**config.mk**
```make
export PLATFORM = sky130hd
export DESIGN_NAME = euclidean_rhythm_generator_unit
export DESIGN_NICKNAME = d
export VERILOG_FILES = /design/src/sv/erg_pkg.sv /design/src/sv/euclidean_rhythm_generator_unit.sv
export SDC_FILE = /design/constraint.sdc
export NUM_CORES = 1
export LEC_CHECK = 0
export BUFFER_PORTS_ARGS = -buffer_cell sky130_fd_sc_hd__buf_4
export CORE_ASPECT_RATIO = 0.9
export CORE_UTILIZATION = 31
export CTS_CLUSTER_SIZE = 24
export DETAILED_ROUTE_END_ITERATION = 8
export MAX_ROUTING_LAYER = met4
export SETUP_SLACK_MARGIN = 0.15
export SKIP_LAST_GASP = 1
export SYNTH_ARGS = -nofsm -noshare
export SYNTH_HDL_FRONTEND = slang
export SYNTH_SLANG_ARGS = --single-unit
```
**constraint.sdc**
```tcl
create_clock -name clock -period 14.1 [get_ports clock]
set_clock_uncertainty 0.05 [all_clocks]
set_input_delay 1.41 -clock clock [delete_from_list [all_inputs] [get_ports clock]]
set_output_delay 1.41 -clock clock [all_outputs]
set_load 0.01 [all_outputs]
```
**src/sv/erg_pkg.sv**
```systemverilog
`timescale 1ns / 1ps
// ----------------------------------------------------------------------------
// erg_pkg
// Shared types and constants for the euclidean rhythm generator.
// ----------------------------------------------------------------------------
package erg_pkg;

   localparam int SEQ_W = 64;
   localparam int LEN_W = 7;
   localparam logic [LEN_W-1:0] FULL_LEN = LEN_W'(SEQ_W);

   // sequencer states
   typedef enum logic [1:0] {
      ST_IDLE,
      ST_DIV,
      ST_TAIL,
      ST_DONE
   } state_type;

   // one level string: packed steps and its length
   typedef struct packed {
      logic [SEQ_W-1:0] bits;
      logic [LEN_W-1:0] len;
   } seq_type;

   // ones in the low n positions, all ones at full length
   function automatic logic [SEQ_W-1:0] low_mask(input logic [LEN_W-1:0] n);
      logic [SEQ_W-1:0] m;
      if (n >= FULL_LEN) begin
         m = '1;
      end else begin
         m = (SEQ_W'(1) << n) - SEQ_W'(1);
      end
      return m;
   endfunction

endpackage

```
**src/sv/euclidean_rhythm_generator_unit.sv**
```systemverilog
`timescale 1ns / 1ps
// ----------------------------------------------------------------------------
// euclidean_rhythm_generator_unit
// Builds a Bjorklund euclidean rhythm mask from a pulse and a step count.
// ----------------------------------------------------------------------------
// One request word gives a pulse count and a step count; one response word
// returns the rhythm as a bit mask (bit i is step i) and its length. Step
// counts saturate at MAX_STEPS and pulses clamp to the step count. Zero
// steps, zero pulses and pulses equal to steps go straight to the done
// state. Any other pattern runs a remainder/quotient chain whose quotient
// is found by repeated subtraction, and every subtraction appends one copy
// of the previous level through a single shared shift-and-merge unit; each
// level ends with an exit check and a tail step. req_ready is low while a
// request is in work; a finished response waits in the output register, so
// the next request can be taken before the response is collected.
module euclidean_rhythm_generator_unit #(
   parameter int MAX_STEPS = 64
) (
   input  logic                        clock,
   input  logic                        reset,
   input  logic                        req_valid,
   output logic                        req_ready,
   input  logic [erg_pkg::LEN_W-1:0]   req_pulse_count,
   input  logic [erg_pkg::LEN_W-1:0]   req_step_count,
   output logic                        rsp_valid,
   input  logic                        rsp_ready,
   output logic [erg_pkg::SEQ_W-1:0]   rsp_pattern_bits,
   output logic [erg_pkg::LEN_W-1:0]   rsp_pattern_length
);
   import erg_pkg::*;

   localparam logic [LEN_W-1:0] MaxLen = LEN_W'(MAX_STEPS);

   state_type         state_ff, state_in;
   logic [LEN_W-1:0]  d_ff, d_in;
   logic [LEN_W-1:0]  r_ff, r_in;
   logic              final_ff, final_in;
   logic              tail_ff, tail_in;
   seq_type           prev_ff, prev_in;
   seq_type           prev2_ff, prev2_in;
   seq_type           cur_ff, cur_in;
   logic [LEN_W-1:0]  steps_ff, steps_in;
   logic              rsp_valid_ff, rsp_valid_in;
   logic [SEQ_W-1:0]  rsp_bits_ff, rsp_bits_in;
   logic [LEN_W-1:0]  rsp_len_ff, rsp_len_in;

   logic [LEN_W-1:0]  steps_c, pulses_c;
   logic              trivial_c;
   logic              accept_c, load_c;
   seq_type           src_c, app_c, cur_v;
   logic [LEN_W:0]    len_sum_c;

   // input clamping
   always_comb begin
      steps_c   = (req_step_count > MaxLen) ? MaxLen : req_step_count;
      pulses_c  = (req_pulse_count > steps_c) ? steps_c : req_pulse_count;
      trivial_c = (steps_c == '0) || (pulses_c == '0) || (pulses_c == steps_c);
   end

   // shared append unit: current string plus one copy of a stored level
   always_comb begin
      src_c       = (state_ff == ST_TAIL) ? prev2_ff : prev_ff;
      len_sum_c   = {1'b0, cur_ff.len} + {1'b0, src_c.len};
      app_c.len   = (len_sum_c > {1'b0, FULL_LEN}) ? FULL_LEN : len_sum_c[LEN_W-1:0];
      app_c.bits  = cur_ff.bits | (src_c.bits << cur_ff.len);
      cur_v       = tail_ff ? app_c : cur_ff;
   end

   assign accept_c = req_valid && req_ready;
   assign load_c   = (state_ff == ST_DONE) && (!rsp_valid_ff || rsp_ready);

   // next state
   always_comb begin
      state_in = state_ff;
      unique case (state_ff)
         ST_IDLE: begin
            if (req_valid) begin
               state_in = trivial_c ? ST_DONE : ST_DIV;
            end
         end
         ST_DIV: begin
            if (d_ff < r_ff) begin
               state_in = ST_TAIL;
            end
         end
         ST_TAIL: begin
            state_in = final_ff ? ST_DONE : ST_DIV;
         end
         ST_DONE: begin
            if (!rsp_valid_ff || rsp_ready) begin
               state_in = ST_IDLE;
            end
         end
         default: state_in = ST_IDLE;
      endcase
   end

   // datapath and handshake outputs
   always_comb begin
      req_ready    = (state_ff == ST_IDLE);
      d_in         = d_ff;
      r_in         = r_ff;
      final_in     = final_ff;
      tail_in      = tail_ff;
      prev_in      = prev_ff;
      prev2_in     = prev2_ff;
      cur_in       = cur_ff;
      steps_in     = steps_ff;
      rsp_valid_in = rsp_valid_ff && !rsp_ready;
      rsp_bits_in  = rsp_bits_ff;
      rsp_len_in   = rsp_len_ff;
      unique case (state_ff)
         ST_IDLE: begin
            if (accept_c) begin
               steps_in = steps_c;
               if (trivial_c) begin
                  cur_in.bits = (pulses_c == '0) ? '0 : low_mask(steps_c);
                  cur_in.len  = steps_c;
               end else begin
                  d_in          = steps_c - pulses_c;
                  r_in          = pulses_c;
                  final_in      = 1'b0;
                  tail_in       = 1'b1;
                  prev2_in.bits = SEQ_W'(1);
                  prev2_in.len  = LEN_W'(1);
                  prev_in.bits  = '0;
                  prev_in.len   = LEN_W'(1);
                  cur_in        = '0;
               end
            end
         end
         ST_DIV: begin
            // one subtraction, one appended copy of the previous level
            if (d_ff >= r_ff) begin
               cur_in = app_c;
               d_in   = d_ff - r_ff;
            end
         end
         ST_TAIL: begin
            if (final_ff) begin
               cur_in = cur_v;
            end else begin
               prev2_in = prev_ff;
               prev_in  = cur_v;
               cur_in   = '0;
               d_in     = r_ff;
               if (d_ff <= LEN_W'(1)) begin
                  // last level repeats the divisor times, tail only on remainder one
                  final_in = 1'b1;
                  tail_in  = (d_ff != '0);
                  r_in     = LEN_W'(1);
               end else begin
                  r_in    = d_ff;
                  tail_in = 1'b1;
               end
            end
         end
         ST_DONE: begin
            if (load_c) begin
               rsp_valid_in = 1'b1;
               rsp_bits_in  = cur_ff.bits & low_mask(steps_ff);
               rsp_len_in   = steps_ff;
            end
         end
         default: ;
      endcase
   end

   // control registers
   always_ff @(posedge clock) begin
      if (reset) begin
         state_ff     <= ST_IDLE;
         rsp_valid_ff <= 1'b0;
      end else begin
         state_ff     <= state_in;
         rsp_valid_ff <= rsp_valid_in;
      end
   end

   // payload registers
   always_ff @(posedge clock) begin
      d_ff        <= d_in;
      r_ff        <= r_in;
      final_ff    <= final_in;
      tail_ff     <= tail_in;
      prev_ff     <= prev_in;
      prev2_ff    <= prev2_in;
      cur_ff      <= cur_in;
      steps_ff    <= steps_in;
      rsp_bits_ff <= rsp_bits_in;
      rsp_len_ff  <= rsp_len_in;
   end

   assign rsp_valid          = rsp_valid_ff;
   assign rsp_pattern_bits   = rsp_bits_ff;
   assign rsp_pattern_length = rsp_len_ff;

`ifndef ASSERT_OFF
   // the divisor is never zero while subtracting
   a_div_nonzero: assert property (@(posedge clock) disable iff (reset)
      (state_ff == ST_DIV) |-> (r_ff != '0))
      else $error("zero divisor in subtract loop");

   // built string never runs past the mask width
   a_len_bound: assert property (@(posedge clock) disable iff (reset)
      (state_ff == ST_DIV || state_ff == ST_TAIL) |-> (cur_ff.len <= FULL_LEN))
      else $error("level string too long");

   // an accepted request always starts work
   a_accept_busy: assert property (@(posedge clock) disable iff (reset)
      accept_c |=> (state_ff != ST_IDLE))
      else $error("request accepted but sequencer idle");

   // response length respects the step limit and no bits above it
   a_rsp_shape: assert property (@(posedge clock) disable iff (reset)
      rsp_valid |-> ((rsp_pattern_length <= MaxLen)
                     && ((rsp_pattern_bits >> rsp_pattern_length) == '0)))
      else $error("response bits beyond pattern length");
`endif

endmodule

```
### After elaboration in Yosys (flattened, before gate mapping)

Index checks and enable logic that the tools add are counted.

| word-level totals | value |
|---|---|
| logic and storage cells | 116 |
| bits of input ports | 18 |
| output and inout port bits | 73 |
| register bits after elaboration | 310 |

| operators by class | value |
|---|---|
| muxes and demuxes | 51 |
| add/sub/neg operators | 5 |
| reductions and logical operators | 21 |
| shift-type cells | 3 |
| bitwise operators | 2 |
| eq/ne operators | 11 |
| $lt $le $gt $ge | 8 |

Operators by type and width:

| kind | count |
|---|---|
| $mux 71 | 12 |
| $mux 64 | 5 |
| $pmux 71 s2 | 2 |
| $pmux 71 s3 | 1 |
| $shl 1x7->64 const A | 2 |
| $sub 64x2->64 const B | 2 |
| $mux 7 | 11 |
| $and 64x64->64 | 1 |
| $or 64x64->64 | 1 |
| $shl 64x7->64 | 1 |
| $pmux 7 s3 | 1 |
| $ge 7x7->1 const B | 2 |
| $logic_not 7->1 | 2 |
| $pmux 7 s2 | 1 |
| $sub 7x7->7 | 2 |
| $mux 1 | 10 |
| $mux 2 | 5 |
| $ne 2x2->1 const B | 5 |
| $reduce_and 3->1 | 3 |
| $add 7x7->8 | 1 |
| $gt 8x7->1 const B | 1 |
| $pmux 2 s4 | 1 |
| $eq 7x7->1 | 1 |
| $ge 7x7->1 | 1 |
| other kinds (18) | 27 |

### Depth between registers and ports, before layout

| logic depth | value |
|---|---|
| depth after elaboration | 10 |
| mapped depth | 21 |
| depth with buffers taken out | 18 |

### Least setup slack after synthesis

OpenSTA, ideal clock, no wires.

| path | value |
|---|---|
| path kind | input-to-reg |
| start point | in req_step_count[2] in the netlist's numbering |
| end point | reg prev2_ff[0] in the netlist's numbering (enable) |
| data required time | 13.522 ns |
| cell stages on the path | 20 |
| path buffers | 4 |
| setup time | 0.528 ns |
| setup slack | 5.179 ns |
| arrival | 8.343 ns |
| cell sequence | clkbuf_1 > clkbuf_1 > buf_1 > nand2_1 > ha_1 > a21oi_1 > a21o_1 > nand2_1 > o21ai_0 > clkbuf_1 > nor2_1 > a21oi_1 > ha_1 > and4_1 > nand3_1 > o32a_1 > o21a_1 > and2_1 > o2bb2ai_1 > and2_1 |

| on the way | value |
|---|---|
| longest elaborated chain between the ends | 9 |
| elaborated cells between the ends (all ways) | 11 |
| those cells by class | 2 x order compare; 2 x eq/ne; 2 x mux; 5 x reduce/logical |

RTL lines:

| item | RTL line | source |
|---|---|---|
| from (decl) | euclidean_rhythm_generator_unit.sv:24 | `input logic [erg_pkg::LEN_W-1:0] req_step_count,` |
| $gt 7x7->1 | euclidean_rhythm_generator_unit.sv:55 | `steps_c = (req_step_count > MaxLen) ? MaxLen : req_step_count;` |
| $mux 7 * | euclidean_rhythm_generator_unit.sv:55 |  |
| $gt 7x7->1 | euclidean_rhythm_generator_unit.sv:56 | `pulses_c = (req_pulse_count > steps_c) ? steps_c : req_pulse_count;` |
| $mux 7 | euclidean_rhythm_generator_unit.sv:56 |  |
| $logic_not 7->1 | euclidean_rhythm_generator_unit.sv:57 | `trivial_c = (steps_c == '0) \|\| (pulses_c == '0) \|\| (pulses_c == steps_c);` |
| $logic_or 1x1->1 | euclidean_rhythm_generator_unit.sv:57 |  |
| $logic_or 1x1->1 * | euclidean_rhythm_generator_unit.sv:57 |  |
| $ne 2x2->1 (no source line) * | n/a |  |
| $reduce_and 4->1 (no source line) * | n/a |  |
| to (signal assigned) | euclidean_rhythm_generator_unit.sv:187 | `prev2_ff <= prev2_in;` |
| to (decl) | euclidean_rhythm_generator_unit.sv:40 | `seq_type prev2_ff, prev2_in;` |

Mark *: on every way between the ends. The rest lies on a longest branch, timed or not.
A chain may end at the register's enable or synchronous reset.

### Worst setup path in the final report

| path | value |
|---|---|
| start point | in req_step_count[6] in the netlist's numbering |
| end point | reg prev_ff[10] in the netlist's numbering (enable) |

| on the way | value |
|---|---|
| longest elaborated chain between the ends | 9 |
| elaborated cells between the ends (all ways) | 11 |
| those cells by class | 2 x order compare; 2 x eq/ne; 2 x mux; 5 x reduce/logical |

RTL lines:

| item | RTL line | source |
|---|---|---|
| $gt 7x7->1 | euclidean_rhythm_generator_unit.sv:55 |  |
| $mux 7 * | euclidean_rhythm_generator_unit.sv:55 |  |
| $gt 7x7->1 | euclidean_rhythm_generator_unit.sv:56 |  |
| $mux 7 | euclidean_rhythm_generator_unit.sv:56 |  |
| $logic_not 7->1 | euclidean_rhythm_generator_unit.sv:57 |  |
| $logic_or 1x1->1 | euclidean_rhythm_generator_unit.sv:57 |  |
| $logic_or 1x1->1 * | euclidean_rhythm_generator_unit.sv:57 |  |
| $ne 2x2->1 (no source line) * | n/a |  |
| $reduce_and 4->1 (no source line) * | n/a |  |
| to (signal assigned) | euclidean_rhythm_generator_unit.sv:186 | `prev_ff <= prev_in;` |
| to (decl) | euclidean_rhythm_generator_unit.sv:39 | `seq_type prev_ff, prev_in;` |

Marked as above.

==> out/qor.txt <==
Hold-fix buffers, CTS = 0
grt ovf = 0
Port Buf Inserts = 90
fmax = 131 MHz
WL/cell = 26.6 um
Hold Path Class = reg2reg
WP data required = 14.24 ns
CTS tree = yes
initial antenna violation count = 0
Yosys top cell by area = edfxtp_1
fraction of layout cells with a size suffix above 1 = 0.165
sw frac = 0.492
Die ar. = 0.0705 mm^2
clk sink count = 310
Resize count post-CTS = 0
crit end category = flop
Layout Nets = 2239
combinational share of power = 0.584
number of global-route vias before repair = 17900
Seq/Total Area, Yosys = 0.431
Reg clk slew, reported paths = 0.06 ns
routed vias/inst = 6.05
Slew Limit Fails = 0
antenna cells = 0
cell with the most instances after synthesis = edfxtp_1
Worst Tran Pin Value = 1.21 ns
Total Wirelength = 83600 um
final setup violation count = 0
Post-Syn Area = 0.0215 mm^2
Power, Total = 6.81 mW
Power Internal = 3.46 mW
routability cong. = 0.986
Worst EP arrival = 7.78 ns
Max clock buf depth = 3
DRC viols = 0
cells after synthesis = 2190
post-layout minimum cycle time = 7.64 ns
Synth cell types = 84
Pwr Density = 282 mW/mm^2
CORE AREA = 0.0685 mm^2
Ports = 91
Overall Global Routing Usage = 0.238
pin count of the biggest net entering global routing = 80
H-tree levels = 2
first-pass GRT wire length = 122000 um
Post-synth top cells = 307 x edfxtp_1, 283 x nor2_1, 160 x o21ai_0
register share of total power = 0.272
crit-path max FO = 71
Setup TNS Final = 0 ns
Async SR Flop Fraction = 0
Die Span Y = 252 um
ys flop type = edfxtp_1
peak supply drop = 0.394 mV
post-synth top area share = 0.429
Via Count = 19000
HPWL after DPL = 61600 um
Antenna Nets Post-Route = 0
DRT Pass-1 Iters = 6
crit share post-route = 0.542
final hold vios = 0
Starting DRT DRC Count = 2254
RSZ-0062 raised after global routing = no
Worst slew margin = 0.196
Num CTS Buffers = 36
Root Buffer = clkbuf_16
EDFF count, synth = 307
LEAKAGE = 8.53 nW
Design Area, Final = 0.0242 mm^2
Mean Syn Cell Area = 9.82 um^2
ranking of synthesized cells by area = edfxtp_1 43%, mux4_2 6.8%, nor2_1 4.9%, mux2_2 3.9%, o21ai_0 3.7%
# rows = 91
postcts setup bufs = 0
status = complete, no violations
CP Launch Type = primary input
Psw = 3.35 mW
crit path kind = in2reg
post-synthesis register bit count = 310
die extent in x = 280 um
Synthesized Nets = 2244
clock share of power = 0.144
Syn. warnings = 0
maxcap violations = 0
worst skew pair latency = 0.57 ns
area grow syn2layout = 12.4%
Initial Util = 0.314
dpl cell area = 0.0230 mm^2
hold slack = 0.488 ns
[flip-flops by register name (all words and copies together), names as in the netlist]
| signal | count |
|---|---|
| rsp_pattern_length | 7 |
| rsp_pattern_bits | 64 |
| cur_ff | 71 |
| steps_ff | 7 |
| prev_ff | 71 |
| tail_ff | 1 |
| prev2_ff | 71 |
| final_ff | 1 |
| r_ff | 7 |
| d_ff | 7 |
| state_ff | 2 |
| rsp_valid | 1 |
[per-stage QoR]
| step | setup WS (ns) | util | std cells |
|---|---|---|---|
| after floorplan | 5.18 | - | 2190 |
| after global placement | 6.21 | 0.335 | 3077 |
| after detailed placement | 5.94 | 0.335 | 3077 |
| after CTS | 6.52 | 0.353 | 3143 |
| after global routing | 5.89 | 0.353 | 3143 |
| final | 6.46 | 0.353 | 3143 |
[cell usage in the layout, fill, tap and decap left out, drive strengths merged, types with 47 or more instances in the layout]
cell,instances
a21oi,137
and2,92
buf,132
edfxtp,307
inv,53
mux2,75
mux2i,74
mux4,66
nand2,143
nand3,47
nor2,283
nor3,77
o21ai,165
o22ai,57
[worst max-delay path: stages]
cell and delay [ns]:
buf_4 0.43, inv_1 0.37, nand2_1 0.29, ha_1 0.29
a211o_1 0.31, a21oi_1 0.32, nand2_1 0.11, o21ai_0 0.44
nor2_1 0.11, a21oi_1 0.22, ha_1 0.33, and4_1 0.21
nand3_1 0.16, o32a_1 0.22, o21a_1 0.18, and2_1 0.22
o2bb2ai_1 0.17, and2_4 0.29, buf_4 0.72, buf_4 0.82
[cells by family (layout without fill, tap and decap cells)]
| kind of cell | count (synthesis) | in the layout | synth area share |
|---|---|---|---|
| compound gates | 620 | 620 | 0.188 |
| xor+xnor | 24 | 24 | 0.00977 |
| fa+ha+maj | 36 | 36 | 0.0220 |
| buf+inv | 229 | 252 | 0.0423 |
| flops | 310 | 310 | 0.431 |
| mux | 215 | 215 | 0.143 |
| simple gates | 756 | 756 | 0.164 |
[cell type report]
cell class | instances | area, um^2
Clock buffer | 42 | 945
Clock inverter | 24 | 248
Fill cell | 7031 | 44400
Inverter | 54 | 203
Multi-Input combinational cell | 1651 | 11400
Sequential cell | 310 | 9280
Tap cell | 930 | 1160
Timing Repair Buffer | 132 | 991
[power by group through the flow]
stage	sequential (mW)	combinational [mW]	clock [mW]
after floorplan	1.75	2.57	0
after global placement	1.85	3.82	0
after detailed placement	1.86	3.84	0
after CTS	1.85	3.86	0.996
after global routing	1.88	4.18	1.02
final	1.85	3.98	0.978
[worst paths after layout]
path,depth (start not counted),endpoint,startpoint,slack (ns)
hold reg to reg,1,prev2_ff[0],prev_ff[0],0.49
hold / removal,1,prev2_ff[0],prev_ff[0],0.49
setup reg to reg,10,prev_ff[56],state_ff[0],9.41
setup / recovery,20,prev_ff[10],req_step_count[6],6.46
[routing by layer]
metal  up-vias  part of all wire  routed length (um)  track usage
li1       8318                 -                   -            -
met2      1097              0.45               37600        0.353
met1      9470              0.43               35700        0.335
met4         0             0.030                2520       0.0695
met3       139             0.094                7870       0.0381
met5         -                 0                   0            -
Power figures use the tool's default switching activity.
